### src/rtl/bkvt_pkg.sv
// bkvt_pkg: shared constants and operation codes for the bucketed key/value table.
// Used by bkvt_fill_store and bucketed_key_value_table; depends on nothing.
package bkvt_pkg;

    // Default geometry
    localparam int BUCKETS_DEF = 1024;
    localparam int WAYS_DEF    = 8;

    // Field widths of one beat
    localparam int KIND_W   = 2;
    localparam int BUCKET_W = 10;
    localparam int KEY_W    = 48;
    localparam int ID_W     = 32;

    // Operation codes
    typedef enum logic [KIND_W-1:0] {
        KIND_LOOKUP = 2'd0,
        KIND_INSERT = 2'd1,
        KIND_DELETE = 2'd2,
        KIND_UPDATE = 2'd3
    } kind_t;

endpackage

### src/rtl/bkvt_fill_store.sv
// bkvt_fill_store: per-bucket fill count memory with a clearing pass after reset.
// Depends on bkvt_pkg for default geometry.
module bkvt_fill_store #(
    parameter int BUCKETS = bkvt_pkg::BUCKETS_DEF,
    parameter int WAYS    = bkvt_pkg::WAYS_DEF,
    localparam int BIDX_W = (BUCKETS > 1) ? $clog2(BUCKETS) : 1,
    localparam int FILL_W = $clog2(WAYS + 1)
) (
    input  logic              clk,
    input  logic              rst_n,
    input  logic [BIDX_W-1:0] rd_addr,
    output logic [FILL_W-1:0] rd_data,
    input  logic              wr_en,
    input  logic [BIDX_W-1:0] wr_addr,
    input  logic [FILL_W-1:0] wr_data,
    output logic              ready
);

    localparam logic [BIDX_W-1:0] LAST_BUCKET = BIDX_W'(BUCKETS - 1);

    logic [FILL_W-1:0] fill_mem [BUCKETS];
    logic [FILL_W-1:0] rd_data_reg;
    logic [BIDX_W-1:0] clr_cnt_reg;
    logic [BIDX_W-1:0] clr_cnt_next;
    logic              clr_reg;
    logic              clr_next;
    logic              we;
    logic [BIDX_W-1:0] wa;
    logic [FILL_W-1:0] wd;

    // Sweep every bucket to zero once after reset
    always_comb
    begin
        clr_cnt_next = clr_cnt_reg;
        clr_next     = clr_reg;
        if (clr_reg)
        begin
            if (clr_cnt_reg == LAST_BUCKET)
            begin
                clr_next = 1'b0;
            end
            else
            begin
                clr_cnt_next = clr_cnt_reg + 1'b1;
            end
        end
    end

    always_ff @(posedge clk or negedge rst_n)
    begin
        if (!rst_n)
        begin
            clr_cnt_reg <= '0;
            clr_reg     <= 1'b1;
        end
        else
        begin
            clr_cnt_reg <= clr_cnt_next;
            clr_reg     <= clr_next;
        end
    end

    // Select the clearing sweep or the user write
    assign we = clr_reg | wr_en;
    assign wa = clr_reg ? clr_cnt_reg : wr_addr;
    assign wd = clr_reg ? '0 : wr_data;

    // One write port, one registered read port
    always_ff @(posedge clk)
    begin
        if (we)
        begin
            fill_mem[wa] <= wd;
        end
        rd_data_reg <= fill_mem[rd_addr];
    end

    assign rd_data = rd_data_reg;
    assign ready   = ~clr_reg;

endmodule

### config.mk
export PLATFORM = sky130hd
export DESIGN_NAME = bkvt_fill_store
export DESIGN_NICKNAME = d
export VERILOG_FILES = /design/src/rtl/bkvt_pkg.sv /design/src/rtl/bkvt_fill_store.sv
export SDC_FILE = /design/constraint.sdc
export NUM_CORES = 2
export LEC_CHECK = 0
export ABC_AREA = 0
export BUFFER_PORTS_ARGS = -buffer_cell sky130_fd_sc_hd__buf_4
export CAP_MARGIN = 20
export CORE_MARGIN = 2
export CORE_UTILIZATION = 35
export CTS_BUF_LIST = sky130_fd_sc_hd__clkbuf_16
export CTS_CLUSTER_DIAMETER = 60
export CTS_CLUSTER_SIZE = 25
export DETAILED_ROUTE_END_ITERATION = 6
export GPL_ROUTABILITY_DRIVEN = 0
export PLACE_DENSITY = 0.52
export SYNTH_ARGS = -nofsm -noshare
export SYNTH_HDL_FRONTEND = slang
export SYNTH_SLANG_ARGS = --single-unit
### constraint.sdc
create_clock -name clk -period 77.1 [get_ports clk]
set_clock_uncertainty 0.1 [all_clocks]
set_input_delay 0 -clock clk [delete_from_list [all_inputs] [get_ports clk]]
set_output_delay 0 -clock clk [all_outputs]
set_load 0.03 [all_outputs]
==> impl_metrics.env <==
export IMPL_netlist_area_leader_share_pct=75.5
export IMPL_r2r_cells=9
export IMPL_fp_dieH_um=686
export IMPL_synth_cell_types=83
export IMPL_tritoncts_clock_tree="built"
export IMPL_post_detailed_routing_wire_length_um=483000
export IMPL_setup_reg_to_reg_worst_slack_ns=70.39
export IMPL_tritoncts_num_buffers=317
export IMPL_cts_max_path_bufs=4
export IMPL_cts_root_buf="sky130_fd_sc_hd__clkbuf_16"
export IMPL_worstHoldStart="rd_addr[9]"
export IMPL_post_place_instance_area_um2=170000
export IMPL_antenna_violating_nets_post_route=0
export IMPL_setup_repair_after_global_routing_missed_its_margin="no"
export IMPL_clkTransAtPathRegs_ns=0.08
export IMPL_core_area_um2=464000
export IMPL_die_w_um=686
export IMPL_clock_fmax_ghz=0.149
export IMPL_hold_path_class="input pin to register"
export IMPL_crit_required_ns=77.67
export IMPL_remaining_drc_errors=0
export IMPL_h_tree_depth=5
export IMPL_avgRoutedWirePerCell_um=32.7
export IMPL_synth_seq_area_share_pct=75.7
export IMPL_place_hpwl_um=285000
export IMPL_rr_startpoint="clr_reg$_DFF_PN1_"
export IMPL_path_class="register to register"
export IMPL_avgSynthCellArea_um2=19.6
export IMPL_post_route_period_util_pct=8.70
export IMPL_antenna_found_initial=42
export IMPL_count_of_pins_on_the_block_boundary=32
export IMPL_cts_sink_count=4111
export IMPL_synth_top_cells_by_area="sky130_fd_sc_hd__edfxtp_1 (75%), sky130_fd_sc_hd__mux4_2 (12%), sky130_fd_sc_hd__mux2i_1 (2.8%)"
export IMPL_timing_rr_end="fill_mem[738][2]$_DFFE_PP_"
export IMPL_timing_final_max_slew_violations=0
export IMPL_detailed_router_s_first_iteration_violation_count=10200
export IMPL_synth_edf_count=4096
export IMPL_yosys_warnings=0
export IMPL_timing_critical_path_from_type="register"
export IMPL_core_rowCount=250
export IMPL_num_fill_cells=41300
export IMPL_postCtsSetupBuffers=0
export IMPL_die_outline_area_um2=471000
export IMPL_slew_headroom_pct=14.8
export IMPL_crit_fanout=87
export IMPL_finalSetupViolCount=0
export IMPL_largest_net_degree_at_the_start_of_global_routing=213
export IMPL_hold_end="rd_data[2]$_DFF_P_"
export IMPL_post_synth_most_frequent_cells="sky130_fd_sc_hd__edfxtp_1 (4096), sky130_fd_sc_hd__nor2_1 (1101), sky130_fd_sc_hd__mux4_2 (860)"
export IMPL_postSynth_topFlopCell="sky130_fd_sc_hd__edfxtp_1"
export IMPL_place_port_buffers=31
export IMPL_timing_hold_worst_path_depth=7
export IMPL_syn_cell_area_um2=163000
export IMPL_floorplan_initialDensity_pct=35.2
export IMPL_drv_cap=0
export IMPL_first_global_vias=84000
export IMPL_timing_final_hold_violations=0
export IMPL_cp_data_arrival_time_ns=7.28
export IMPL_mappedNetlistNets=8327
export IMPL_most_common_cell_in_the_netlist="sky130_fd_sc_hd__edfxtp_1"
export IMPL_layout_cell_area_non_filler_um2=182000
export IMPL_flip_flop_and_latch_count_after_synthesis=4111
export IMPL_run_status="completed"
export IMPL_flip_flop_count_of_the_largest_register_after_layout=4096
export IMPL_synth_largest_area_cell="sky130_fd_sc_hd__edfxtp_1"
export IMPL_power_ir_vdd_worst_uv=15.2
export IMPL_leakage_nw=55.1
export IMPL_power_density_over_the_cells_nw_per_um2=24.6
export IMPL_worst_pin_slew_ns=1.27
export IMPL_finalWorstPathRequiredPeriod_ns=6.71
export IMPL_grt_total_usage_pct=20.1
export IMPL_fraction_of_synthesis_flops_using_an_asynchronous_set_or_reset_pin_pct=0.268
export IMPL_drt_pre_antenna_iters=5
export IMPL_multiInputGateArea_um2=36600
export IMPL_setup_tns_final_ns=0
export IMPL_synthToLayoutAreaGrowth_pct=11.4
export IMPL_final_util_pct=39.2
export IMPL_synthesis_instances=8299
export IMPL_final_layout_size_suffix_gt1_share_pct=20.9
export IMPL_setup_worst_path_end_class="register"
export IMPL_viasPerCell=5.64
export IMPL_power_w=0.00447
export IMPL_grt_pass1_wl_um=673000
export IMPL_via_count=83400
export IMPL_clk_latency_ns=0.99
export IMPL_layout_area_seq_um2=123000
export IMPL_num_nets_final=8355
export IMPL_grt_remaining_overflow=0
-- through the flow --
step                std cells  hold WS [ns]  setup slack, ns
floorplan                8299        -0.396            46.11
global placement        14100        -0.261            70.06
detailed placement      14200        -0.258            70.14
CTS                     14800       0.00155            70.17
global route            14800        0.0321            69.96
finish                  14800        0.0565            70.39
-- layer usage --
layer	GRT usage (%)	share of wire, %	wire [um]
met5	0	0.0029	14
met4	5.45	2.9	13900
met3	3.16	7.4	36000
met2	33.5	49	236000
met1	27.5	41	198000
-- area by class of cell --
cell class                 count  area share (%)
clock inverter               263            1.75
sequential                  4111            67.9
inverter                      15          0.0407
clock buffer                 321            4.42
multi-input combinational   3588            20.1
tap                         6174            4.26
timing repair buffer         294            1.42
antenna                       19          0.0262
-- layout by cell type (no fill, tap or decap), drive strengths merged, types with 13 or more instances in the layout --
master       Yosys  final
edfxtp        4096   4096
nor2          1101   1101
mux4           882    882
mux2i          460    460
clkbuf         279    322
buf            306    272
o221ai         180    180
inv             14    147
nand2          141    141
a21oi          135    135
o22ai          110    110
clkinv           1     95
nor3            87     87
o21ai           79     79
a22oi           67     67
nand3           41     41
mux2            23     23
dlygate4sd3      0     21
a221oi          20     20
a211oi          20     20
nor4            20     20
diode            0     19
clkinvlp         0     19
a2111oi         18     18
bufinv           0     17
a22o            15     15
or3             14     14
a31oi           13     13
nand2b          13     13
nor2b           13     13
-- report_power, final --
group	internal, W	leakage (nW)	switching (W)
sequential	0.00246	37.0	0.00000239
combinational	0.0000747	12.7	0.000161
clock	0.000877	5.46	0.000905
total	0.00341	55.1	0.00107
-- worst max-delay path by stage --
stage / startpoint / end / slack, ns / cells after the start
6_report: clr_reg$_DFF_PN1_ / fill_mem[738][2]$_DFFE_PP_ / 70.39 / 9
5_1_grt: clr_reg$_DFF_PN1_ / fill_mem[231][2]$_DFFE_PP_ / 69.96 / 9
4_1_cts: clr_reg$_DFF_PN1_ / fill_mem[226][2]$_DFFE_PP_ / 70.17 / 8
3_5_place_dp: rd_addr[0] / rd_data[2]$_DFF_P_ / 70.14 / 15
3_3_place_gp: rd_addr[0] / rd_data[2]$_DFF_P_ / 70.06 / 15
2_1_floorplan: clr_reg$_DFF_PN1_ / fill_mem[0][0]$_DFFE_PP_ / 46.11 / 4
-- worst max-delay path, cell delays in order, from the launching register on --
cell	delay, ns
sky130_fd_sc_hd__dfstp_2	0.56
sky130_fd_sc_hd__nor2b_4	0.44
sky130_fd_sc_hd__buf_4	0.57
sky130_fd_sc_hd__buf_4	0.40
sky130_fd_sc_hd__buf_16	0.31
sky130_fd_sc_hd__buf_4	0.63
sky130_fd_sc_hd__buf_4	0.69
sky130_fd_sc_hd__buf_4	0.82
sky130_fd_sc_hd__buf_4	0.84
sky130_fd_sc_hd__buf_4	0.67
-- cell families after synthesis --
| kind of cell | Yosys count | share of synthesized area, % |
|---|---|---|
| AO/OA/AOI/OAI | 720 | 3.11 |
| flip-flops | 4111 | 75.7 |
| buffers and inverters | 600 | 2.15 |
| AND/OR/NAND/NOR | 1494 | 3.77 |
| XOR/XNOR | 8 | 0.0430 |
| multiplexers | 1365 | 15.2 |
| adder cells (fa/ha/maj) | 1 | 0.00768 |
-- repair_timing --
action / CTS / global route
hold buffers: 21 / 0
gates resized for setup: 0 / 0
hold endpoints to repair: 1105 / 0
setup endpoints to repair: 0 / 0
(Power assumes the default switching activity.)
